$ cat src/rtl/pce_pkg.sv
// shared types and constants for the pearson correlation engine
`default_nettype none
package pce_pkg;
	localparam int SAMPLE_W   = 16;
	localparam int CORR_W     = 16;
	localparam int COUNT_W    = 11;
	localparam int FRAC_SHIFT = 32;
	localparam int DIV_STEPS  = FRAC_SHIFT + 1;
	localparam int SQRT_STEPS = 17;
	localparam int MIN_PAIRS  = 2;
	localparam logic signed [CORR_W-1:0] CORR_MAX = 16'sd32767;

	typedef enum logic [1:0] {
		STAT_OK   = 2'd0,
		STAT_FEW  = 2'd1,
		STAT_FLAT = 2'd2,
		STAT_OVF  = 2'd3
	} status_t;

	typedef struct packed {
		logic signed [CORR_W-1:0] correlation;
		status_t                  status;
		logic [COUNT_W-1:0]       sample_count;
	} result_t;
endpackage
`default_nettype wire

$ cat src/rtl/pce_addsub.sv
// wide adder/subtractor shared by the sequencer's multiply, division and root steps
`default_nettype none
module pce_addsub #(
	parameter int W = 64
) (
	input  wire logic [W-1:0] a,
	input  wire logic [W-1:0] b,
	input  wire logic         sub,
	output logic [W-1:0]      sum,
	output logic              carry
);
	logic [W:0] full;

	// carry high on subtract means a >= b
	assign full  = {1'b0, a} + {1'b0, (sub ? ~b : b)} + {{W{1'b0}}, sub};
	assign sum   = full[W-1:0];
	assign carry = full[W];
endmodule
`default_nettype wire

$ cat src/rtl/pce_accum.sv
// running sums of count, x, y, x*x, y*y and x*y
`default_nettype none
module pce_accum import pce_pkg::*; #(
	parameter int MAX_SAMPLES = 1024,
	parameter int NW          = 11
) (
	input  wire logic                       clk,
	input  wire logic                       arst_n,
	input  wire logic                       take,
	input  wire logic                       clear,
	input  wire logic signed [SAMPLE_W-1:0] x_sample,
	input  wire logic signed [SAMPLE_W-1:0] y_sample,
	output logic [NW-1:0]                   pair_count,
	output logic signed [NW+15:0]           sum_x,
	output logic signed [NW+15:0]           sum_y,
	output logic [NW+29:0]                  sum_xx,
	output logic [NW+29:0]                  sum_yy,
	output logic signed [NW+30:0]           sum_xy,
	output logic                            overflowed
);
	localparam int SUM_W = NW + 16;
	localparam int SQ_W  = NW + 30;
	localparam int XY_W  = NW + 31;

	logic signed [2*SAMPLE_W-1:0] pxx, pyy, pxy;
	logic [NW-1:0]                count_q;
	logic signed [SUM_W-1:0]      sx_q, sy_q;
	logic [SQ_W-1:0]              sxx_q, syy_q;
	logic signed [XY_W-1:0]       sxy_q;
	logic                         ovf_q;

	assign pxx = x_sample * x_sample;
	assign pyy = y_sample * y_sample;
	assign pxy = x_sample * y_sample;

	always_ff @(posedge clk or negedge arst_n) begin
		if (!arst_n) begin
			count_q <= '0;
			sx_q    <= '0;
			sy_q    <= '0;
			sxx_q   <= '0;
			syy_q   <= '0;
			sxy_q   <= '0;
			ovf_q   <= 1'b0;
		end else if (clear) begin
			count_q <= '0;
			sx_q    <= '0;
			sy_q    <= '0;
			sxx_q   <= '0;
			syy_q   <= '0;
			sxy_q   <= '0;
			ovf_q   <= 1'b0;
		end else if (take) begin
			if (count_q == NW'(MAX_SAMPLES)) begin
				ovf_q <= 1'b1;
			end else begin
				count_q <= count_q + NW'(1);
				sx_q    <= sx_q + SUM_W'(x_sample);
				sy_q    <= sy_q + SUM_W'(y_sample);
				sxx_q   <= sxx_q + SQ_W'($unsigned(pxx));
				syy_q   <= syy_q + SQ_W'($unsigned(pyy));
				sxy_q   <= sxy_q + XY_W'(pxy);
			end
		end
	end

	assign pair_count = count_q;
	assign sum_x      = sx_q;
	assign sum_y      = sy_q;
	assign sum_xx     = sxx_q;
	assign sum_yy     = syy_q;
	assign sum_xy     = sxy_q;
	assign overflowed = ovf_q;
endmodule
`default_nettype wire

$ cat src/rtl/pce_seq.sv
// sequencer: variances, covariance, exact division and square root on one adder
`default_nettype none
module pce_seq import pce_pkg::*; #(
	parameter int NW = 11
) (
	input  wire logic                 clk,
	input  wire logic                 arst_n,
	input  wire logic                 start,
	input  wire logic [NW-1:0]        pair_count,
	input  wire logic signed [NW+15:0] sum_x,
	input  wire logic signed [NW+15:0] sum_y,
	input  wire logic [NW+29:0]       sum_xx,
	input  wire logic [NW+29:0]       sum_yy,
	input  wire logic signed [NW+30:0] sum_xy,
	input  wire logic                 overflowed,
	input  wire logic                 out_free,
	output logic                      idle,
	output logic                      done,
	output result_t                   result
);
	localparam int SUM_W  = NW + 16;
	localparam int VW     = 2 * NW + 30;
	localparam int WW     = 2 * VW + FRAC_SHIFT + 1;
	localparam int QB_W   = 2 * SQRT_STEPS;
	localparam int ROOT_W = SQRT_STEPS;

	typedef enum logic [5:0] {
		S_IDLE = 6'b000001,
		S_PREP = 6'b000010,
		S_MUL  = 6'b000100,
		S_DIV  = 6'b001000,
		S_SQRT = 6'b010000,
		S_DONE = 6'b100000
	} state_t;

	typedef enum logic [7:0] {
		M_NSXX  = 8'b00000001,
		M_SXSQ  = 8'b00000010,
		M_NSYY  = 8'b00000100,
		M_SYSQ  = 8'b00001000,
		M_NSXY  = 8'b00010000,
		M_SXSY  = 8'b00100000,
		M_VXVY  = 8'b01000000,
		M_COVSQ = 8'b10000000
	} mulop_t;

	state_t              state_q;
	mulop_t              op_q;
	status_t             status_q;
	logic [WW-1:0]       acc_q, ma_q, d_q;
	logic [VW-1:0]       mb_q, vx_q, vy_q, cmag_q;
	logic                neg_q;
	logic [QB_W-1:0]     qbits_q;
	logic [ROOT_W-1:0]   s_q;
	logic [5:0]          step_q;

	logic                sx_neg, sy_neg;
	logic [SUM_W-1:0]    sx_mag, sy_mag;
	logic [VW-1:0]       acc_lo_neg, cov_mag;
	logic                mul_sub;
	logic [WW-1:0]       add_a, add_b, add_sum, sqrt_rem;
	logic                add_sub, add_carry;
	logic [ROOT_W:0]     m_round;
	logic signed [CORR_W-1:0] corr;

	assign sx_neg     = sum_x[SUM_W-1];
	assign sy_neg     = sum_y[SUM_W-1];
	assign sx_mag     = sx_neg ? (~sum_x + SUM_W'(1)) : sum_x;
	assign sy_mag     = sy_neg ? (~sum_y + SUM_W'(1)) : sum_y;
	assign acc_lo_neg = ~acc_q[VW-1:0] + VW'(1);
	assign cov_mag    = acc_q[WW-1] ? acc_lo_neg : acc_q[VW-1:0];
	assign sqrt_rem   = {acc_q[WW-3:0], qbits_q[QB_W-1 -: 2]};

	// sx*sy enters as sy*|sx|, so its sign flips the operation
	always_comb begin
		case (op_q)
			M_SXSQ, M_SYSQ: mul_sub = 1'b1;
			M_SXSY:         mul_sub = ~sx_neg;
			default:        mul_sub = 1'b0;
		endcase
	end

	always_comb begin
		add_a   = acc_q;
		add_b   = ma_q;
		add_sub = 1'b0;
		case (state_q)
			S_MUL: begin
				add_sub = mul_sub;
			end
			S_DIV: begin
				add_b   = d_q;
				add_sub = 1'b1;
			end
			S_SQRT: begin
				add_a   = sqrt_rem;
				add_b   = WW'({s_q, 2'b01});
				add_sub = 1'b1;
			end
			default: begin
				add_sub = 1'b0;
			end
		endcase
	end

	pce_addsub #(.W(WW)) u_addsub (
		.a     (add_a),
		.b     (add_b),
		.sub   (add_sub),
		.sum   (add_sum),
		.carry (add_carry)
	);

	always_ff @(posedge clk or negedge arst_n) begin
		if (!arst_n) begin
			state_q  <= S_IDLE;
			op_q     <= M_NSXX;
			status_q <= STAT_OK;
			step_q   <= '0;
		end else begin
			case (state_q)
				S_IDLE: begin
					if (start) state_q <= S_PREP;
				end
				S_PREP: begin
					if (overflowed) begin
						status_q <= STAT_OVF;
						state_q  <= S_DONE;
					end else if (pair_count < NW'(MIN_PAIRS)) begin
						status_q <= STAT_FEW;
						state_q  <= S_DONE;
					end else begin
						status_q <= STAT_OK;
						op_q     <= M_NSXX;
						state_q  <= S_MUL;
					end
				end
				S_MUL: begin
					if (mb_q == '0) begin
						case (op_q)
							M_NSXX: op_q <= M_SXSQ;
							M_SXSQ: op_q <= M_NSYY;
							M_NSYY: op_q <= M_SYSQ;
							M_SYSQ: begin
								if (vx_q == '0 || acc_q[VW-1:0] == '0) begin
									status_q <= STAT_FLAT;
									state_q  <= S_DONE;
								end else begin
									op_q <= M_NSXY;
								end
							end
							M_NSXY: op_q <= M_SXSY;
							M_SXSY: op_q <= M_VXVY;
							M_VXVY: op_q <= M_COVSQ;
							M_COVSQ: begin
								state_q <= S_DIV;
								step_q  <= '0;
							end
							default: op_q <= M_NSXX;
						endcase
					end
				end
				S_DIV: begin
					if (step_q == 6'(DIV_STEPS - 1)) begin
						state_q <= S_SQRT;
						step_q  <= '0;
					end else begin
						step_q <= step_q + 6'd1;
					end
				end
				S_SQRT: begin
					if (step_q == 6'(SQRT_STEPS - 1)) begin
						state_q <= S_DONE;
					end else begin
						step_q <= step_q + 6'd1;
					end
				end
				S_DONE: begin
					if (out_free) state_q <= S_IDLE;
				end
				default: state_q <= S_IDLE;
			endcase
		end
	end

	// datapath registers, loaded per phase
	always_ff @(posedge clk) begin
		case (state_q)
			S_PREP: begin
				acc_q <= '0;
				ma_q  <= WW'(sum_xx);
				mb_q  <= VW'(pair_count);
			end
			S_MUL: begin
				if (mb_q != '0) begin
					if (mb_q[0]) acc_q <= add_sum;
					ma_q <= ma_q << 1;
					mb_q <= mb_q >> 1;
				end else begin
					case (op_q)
						M_NSXX: begin
							ma_q <= WW'(sx_mag);
							mb_q <= VW'(sx_mag);
						end
						M_SXSQ: begin
							vx_q  <= acc_q[VW-1:0];
							acc_q <= '0;
							ma_q  <= WW'(sum_yy);
							mb_q  <= VW'(pair_count);
						end
						M_NSYY: begin
							ma_q <= WW'(sy_mag);
							mb_q <= VW'(sy_mag);
						end
						M_SYSQ: begin
							vy_q  <= acc_q[VW-1:0];
							acc_q <= '0;
							ma_q  <= WW'(sum_xy);
							mb_q  <= VW'(pair_count);
						end
						M_NSXY: begin
							ma_q <= WW'(sum_y);
							mb_q <= VW'(sx_mag);
						end
						M_SXSY: begin
							neg_q  <= acc_q[WW-1];
							cmag_q <= cov_mag;
							acc_q  <= '0;
							ma_q   <= WW'(vx_q);
							mb_q   <= vy_q;
						end
						M_VXVY: begin
							d_q   <= acc_q << FRAC_SHIFT;
							acc_q <= '0;
							ma_q  <= WW'(cmag_q);
							mb_q  <= cmag_q;
						end
						M_COVSQ: begin
							acc_q   <= acc_q << FRAC_SHIFT;
							qbits_q <= '0;
						end
						default: begin
							acc_q <= '0;
						end
					endcase
				end
			end
			S_DIV: begin
				// the root starts from an empty remainder
				if (step_q == 6'(DIV_STEPS - 1)) begin
					acc_q <= '0;
					s_q   <= '0;
				end else if (add_carry) begin
					acc_q <= add_sum;
				end
				qbits_q <= {qbits_q[QB_W-2:0], add_carry};
				d_q     <= d_q >> 1;
			end
			S_SQRT: begin
				acc_q   <= add_carry ? add_sum : sqrt_rem;
				s_q     <= {s_q[ROOT_W-2:0], add_carry};
				qbits_q <= qbits_q << 2;
			end
			default: begin
				acc_q <= acc_q;
			end
		endcase
	end

	// round half away from zero: m = (root + 1) / 2
	assign m_round = ({1'b0, s_q} + (ROOT_W + 1)'(1)) >> 1;

	always_comb begin
		if (status_q != STAT_OK) begin
			corr = '0;
		end else if (neg_q) begin
			corr = CORR_W'(~m_round + (ROOT_W + 1)'(1));
		end else if (m_round > (ROOT_W + 1)'(CORR_MAX)) begin
			corr = CORR_MAX;
		end else begin
			corr = CORR_W'(m_round);
		end
	end

	assign idle                = (state_q == S_IDLE);
	assign done                = (state_q == S_DONE) && out_free;
	assign result.correlation  = corr;
	assign result.status       = status_q;
	assign result.sample_count = COUNT_W'(pair_count);

`ifndef SYNTHESIS
	a_div_range: assert property (@(posedge clk) disable iff (!arst_n)
		(state_q == S_DIV) |-> (step_q < 6'(DIV_STEPS)))
		else $error("division step count out of range");
	a_fault_zero: assert property (@(posedge clk) disable iff (!arst_n)
		(done && result.status != STAT_OK) |-> (result.correlation == '0))
		else $error("nonzero correlation with fault status");
	a_done_idle: assert property (@(posedge clk) disable iff (!arst_n)
		done |=> (state_q == S_IDLE))
		else $error("sequencer did not return to idle after result");
	a_start_idle: assert property (@(posedge clk) disable iff (!arst_n)
		start |-> (state_q == S_IDLE))
		else $error("set closed while sequencer busy");
`endif
endmodule
`default_nettype wire

$ cat src/rtl/pearson_correlation_engine.sv
// top level: sample stream in, one pearson coefficient out per set
//
// channel  dir  tdata                                       tuser        tlast
// s_*      in   [15:0] x_sample, [31:16] y_sample           -            last
// m_*      out  [15:0] correlation, [26:16] sample_count    [1:0] status -
//
// a pair without tlast is accumulated and leaves s_tready high for the next pair
// a pair with tlast holds s_tready low while the shared adder runs: a prepare state,
// eight shift-and-add products (four if a variance is zero) each followed by a load step,
// 33 division steps and 17 root steps, then a result state
// the result waits in the output register; the sequencer stalls only if it is full
// arst_n clears all sums, the sequencer and the output valid
`default_nettype none
module pearson_correlation_engine import pce_pkg::*; #(
	parameter int MAX_SAMPLES = 1024
) (
	input  wire logic        clk,
	input  wire logic        arst_n,
	input  wire logic        s_tvalid,
	output logic             s_tready,
	input  wire logic [31:0] s_tdata,  // x_sample, y_sample
	input  wire logic        s_tlast,  // last
	output logic             m_tvalid,
	input  wire logic        m_tready,
	output logic [31:0]      m_tdata,  // correlation, sample_count, zero pad
	output logic [1:0]       m_tuser   // status
);
	localparam int NW = $clog2(MAX_SAMPLES + 1);

	logic                      take, idle, done, out_free;
	logic [NW-1:0]             pair_count;
	logic signed [NW+15:0]     sum_x, sum_y;
	logic [NW+29:0]            sum_xx, sum_yy;
	logic signed [NW+30:0]     sum_xy;
	logic                      overflowed;
	result_t                   result, res_q;
	logic                      m_valid_q;

	assign s_tready = idle;
	assign take     = s_tvalid && s_tready;
	assign out_free = !m_valid_q || m_tready;

	pce_accum #(.MAX_SAMPLES(MAX_SAMPLES), .NW(NW)) u_accum (
		.clk        (clk),
		.arst_n     (arst_n),
		.take       (take),
		.clear      (done),
		.x_sample   (s_tdata[15:0]),
		.y_sample   (s_tdata[31:16]),
		.pair_count (pair_count),
		.sum_x      (sum_x),
		.sum_y      (sum_y),
		.sum_xx     (sum_xx),
		.sum_yy     (sum_yy),
		.sum_xy     (sum_xy),
		.overflowed (overflowed)
	);

	pce_seq #(.NW(NW)) u_seq (
		.clk        (clk),
		.arst_n     (arst_n),
		.start      (take && s_tlast),
		.pair_count (pair_count),
		.sum_x      (sum_x),
		.sum_y      (sum_y),
		.sum_xx     (sum_xx),
		.sum_yy     (sum_yy),
		.sum_xy     (sum_xy),
		.overflowed (overflowed),
		.out_free   (out_free),
		.idle       (idle),
		.done       (done),
		.result     (result)
	);

	always_ff @(posedge clk or negedge arst_n) begin
		if (!arst_n) begin
			m_valid_q <= 1'b0;
		end else if (done) begin
			m_valid_q <= 1'b1;
		end else if (m_tready) begin
			m_valid_q <= 1'b0;
		end
	end

	always_ff @(posedge clk) begin
		if (done) res_q <= result;
	end

	assign m_tvalid = m_valid_q;
	assign m_tdata  = {5'd0, res_q.sample_count, res_q.correlation};
	assign m_tuser  = res_q.status;
endmodule
`default_nettype wire
$ cat config.mk
export PLATFORM = sky130hd
export DESIGN_NAME = pearson_correlation_engine
export DESIGN_NICKNAME = d
export VERILOG_FILES = /design/src/rtl/pce_pkg.sv /design/src/rtl/pce_addsub.sv /design/src/rtl/pce_accum.sv /design/src/rtl/pce_seq.sv /design/src/rtl/pearson_correlation_engine.sv
export SDC_FILE = /design/constraint.sdc
export NUM_CORES = 2
export LEC_CHECK = 0
export BUFFER_PORTS_ARGS = -buffer_cell sky130_fd_sc_hd__buf_2
export CAP_MARGIN = 20
export CORE_MARGIN = 4
export CORE_UTILIZATION = 55
export CTS_BUF_LIST = sky130_fd_sc_hd__clkbuf_4 sky130_fd_sc_hd__clkbuf_8 sky130_fd_sc_hd__clkbuf_16
export CTS_CLUSTER_DIAMETER = 100
export DETAILED_ROUTE_END_ITERATION = 10
export GPL_ROUTABILITY_DRIVEN = 1
export PLACE_DENSITY = 0.74
export SYNTH_ARGS = -nofsm -noshare
export SYNTH_HDL_FRONTEND = slang
export SYNTH_HIERARCHICAL = 1
export SYNTH_SLANG_ARGS = --single-unit
$ cat constraint.sdc
create_clock -name clk -period 16.48 [get_ports clk]
set_input_delay 1.648 -clock clk [delete_from_list [all_inputs] [get_ports clk]]
set_output_delay 1.648 -clock clk [all_outputs]
set_load 0.05 [all_outputs]
==> out/qor.yml <==
drive_above_1_share_pct: 4.649
grt_usage_pct: 33.74
timing.final.crit_share_pct: 61.88
clk_pin_slew_ps: 60
hold_violations: 0
die_w_um: 416.3
coreArea_um2: 165400
slowest_delay_ps: 960
drt-total-wl_mm: 296.4
first_iter_violations: 8585
cp_common_cell: "buf_4"
clock_latency_ps: 740
clock_sinks: 913
synth-seq-area-share_pct: 28.74
die_height_um: 416.3
die_area_um2: 173300
htreeDepth: 3
slew_viol_final: 0
drv_cap: 0
ctsResizeCount: 0
post_cts_buffers: 0
wire_per_inst_um: 24.55
syn_area_um2: 91690
fin_worst_skew_ps: 44.71
cp_top_family: "compound AO/OA/AOI/OAI gates"
run_status: "complete, no violations"
grt_pass1_vias: 76160
crit_fanout: 88
slowest_stage: "o21ai_0"
drc_errors: 0
cp.required_ps: 17050
avgViaCountPerCell: 6.323
slew_headroom_pct: 20.10
cp-end-kind: "flop"
crit_chain: "nor4_1 > and3b_4 > buf_4 > buf_4 > a22o_1 > xor2_1 > ha_1 > nand2_1 > o21ai_0 > a21boi_0 > o311ai_0 > a21oi_1 > o21ai_0 > a211oi_2 > buf_4 > o21ai_1 > a21boi_2 > o21ai_0 > and3_1 > a211o_4 > buf_4 > nand2_1 > nand2_1"
rows: 149
yosys_warnings: 6
clock.fmax_mhz: 98.06
cp.arrival_ps: 10770
first_pass_iters: 7
overflow: 0
numCtsBuffers: 100
start_util_pct: 55.45
io_pins: 73
finalInstanceArea_um2: 96860
syn_area_per_cell_um2: 9.056
tightest_slew_ps: 1186
synthCells: 10120
gp_congestion: 1.047
ys.flop_type: "edfxtp_1"
synth.distinct_cells: 122
clock_path_buffers: 3
dr_total_vias: 76330
placed_area_um2: 93310
grt_max_degree: 164
grt_first_pass_wirelength_mm: 456.2
dp_hpwl_mm: 221.3
synth_enable_flop_cells: 700
critPathLaunchType: "flop"
hold_buffers: 0
ys_ff_latch: 913
syn_to_final_growth_pct: 5.647
worstSetupPathType: "reg -> reg"
tritoncts: "done"
cp_num_buf_inv: 4
min_period_ps: 10200
setup-tns-final_ps: 0
drt.antenna.violating_nets: 0
postSynth.asyncResetShare_pct: 23.33
nets: 11200
setup_viol: 0
hold_class: "reg -> reg"
portBuffers: 67
cts_root_buf: "clkbuf_16"
antenna_found_initial: 11
rsz0062_at_grt: "false"
## Yosys cell counts, drive strengths merged, types with 170 or more instances
cell type	n	area, um2
o21ai	417	2087
and2	209	1309
edfxtp	700	21020
nand2	1910	7169
nor2	409	1538
clkbuf	503	1892
a22oi	181	1359
inv	1067	4005
fa	817	16360
ha	559	6994
a22o	170	1489
xnor2	317	2776
a21oi	589	2963
xor2	302	2645
dfrtp	211	5280
a21o	278	2088
## through the flow
stage                     hold WS, ps  setup WS, ps  cells  utilization (%)
after floorplan                 424.4          6598  10130                -
after global placement          512.7          6132  11870            56.43
after detailed placement        518.7          5992  11870            56.43
after CTS                       533.3          6462  12060            58.55
after global routing            552.9          5826  12060            58.56
final                           533.3          6283  12070            58.58
## state kept, by name, summed over array words and instances (netlist names), 34 cells and up
register,cells
u_seq/vy_q,52
u_accum/sum_yy,41
u_accum/sum_xx,41
u_seq/acc_q,137
u_seq/ma_q,137
u_seq/cmag_q,52
u_seq/mb_q,52
u_seq/qbits_q,34
u_seq/vx_q,52
u_seq/d_q,137
u_accum/sum_xy,42
## worst reg2reg max path: stages (launching register included)
cell	delay [ps]
dfrtp_1	430
nor4_1	820
and3b_4	800
buf_4	720
buf_4	760
a22o_1	310
xor2_1	90
ha_1	460
nand2_1	120
o21ai_0	550
a21boi_0	290
o311ai_0	410
a21oi_1	160
o21ai_0	150
a211oi_2	50
buf_4	210
o21ai_1	290
a21boi_2	160
o21ai_0	960
and3_1	360
a211o_4	540
buf_4	960
nand2_1	350
nand2_1	110
## layout by cell type, fill, tap and decap left out, drive strengths merged, types with 43 or more instances in the layout
cell / instances
nand2: 1910
inv: 1071
fa: 817
edfxtp: 700
a21oi: 589
ha: 559
o21ai: 417
nor2: 409
xnor2: 317
xor2: 302
a21o: 278
dfrtp: 211
and2: 209
a22oi: 181
a22o: 170
buf: 156
clkbuf: 125
nand4: 116
nand3: 96
nor3: 92
nor4: 79
o21bai: 77
nand2b: 69
and3: 57
o31ai: 57
o21a: 51
a211oi: 51
or3: 50
clkinv: 47
a31oi: 43
## worst paths after layout
path	endpoint	depth (start not counted)	startpoint	slack (ps)
max	u_seq/acc_q[36]$_DFFE_PP_	23	u_seq/state_q[5]$_DFFE_PN0P_	6280
min	u_seq/d_q[111]$_DFFE_PP_	2	u_seq/d_q[112]$_DFFE_PP_	530
max reg2reg	u_seq/acc_q[36]$_DFFE_PP_	23	u_seq/state_q[5]$_DFFE_PN0P_	6280
min reg2reg	u_seq/d_q[111]$_DFFE_PP_	2	u_seq/d_q[112]$_DFFE_PP_	530
max in group asynchronous	u_accum/sum_xx[28]$_DFFE_PN0P_	2	arst_n	13950
min in group asynchronous	u_seq/step_q[4]$_DFFE_PN0P_	1	arst_n	940
## final cells by class
cell class                 count  area, um2
antenna                        8      20.02
clock buffer                 125       2755
clock inverter                63      748.2
fill                       14320      68500
inverter                    1075       4035
multi-input combinational   7542      59120
sequential                   913      26350
tap                         2189       2739
timing repair buffer         156       1089
## logic make-up (layout without fill, tap and decap cells)
group,Yosys count,count (layout),share of synthesized area (%)
AND/OR/NAND/NOR,3237,3237,15.83
XOR/XNOR,619,619,5.913
other,1,13,0.004090
buffers and inverters,1673,1419,6.994
adder cells (fa/ha/maj),1376,1376,25.47
flip-flops,913,913,28.74
multiplexers,21,21,0.2470
AO/OA/AOI/OAI,2284,2284,16.80
## layer usage
metal / global-route usage (%) / share of wire [%]
met1: 42.72 / 38
met2: 54.99 / 47
met3: 4.864 / 7.5
met4: 20.58 / 7.1
met5: 0 / 0.0084
Power is left out: the tool's default activity adds up to more than one toggle a clock period on the data nets, which glitch-free logic cannot reach.
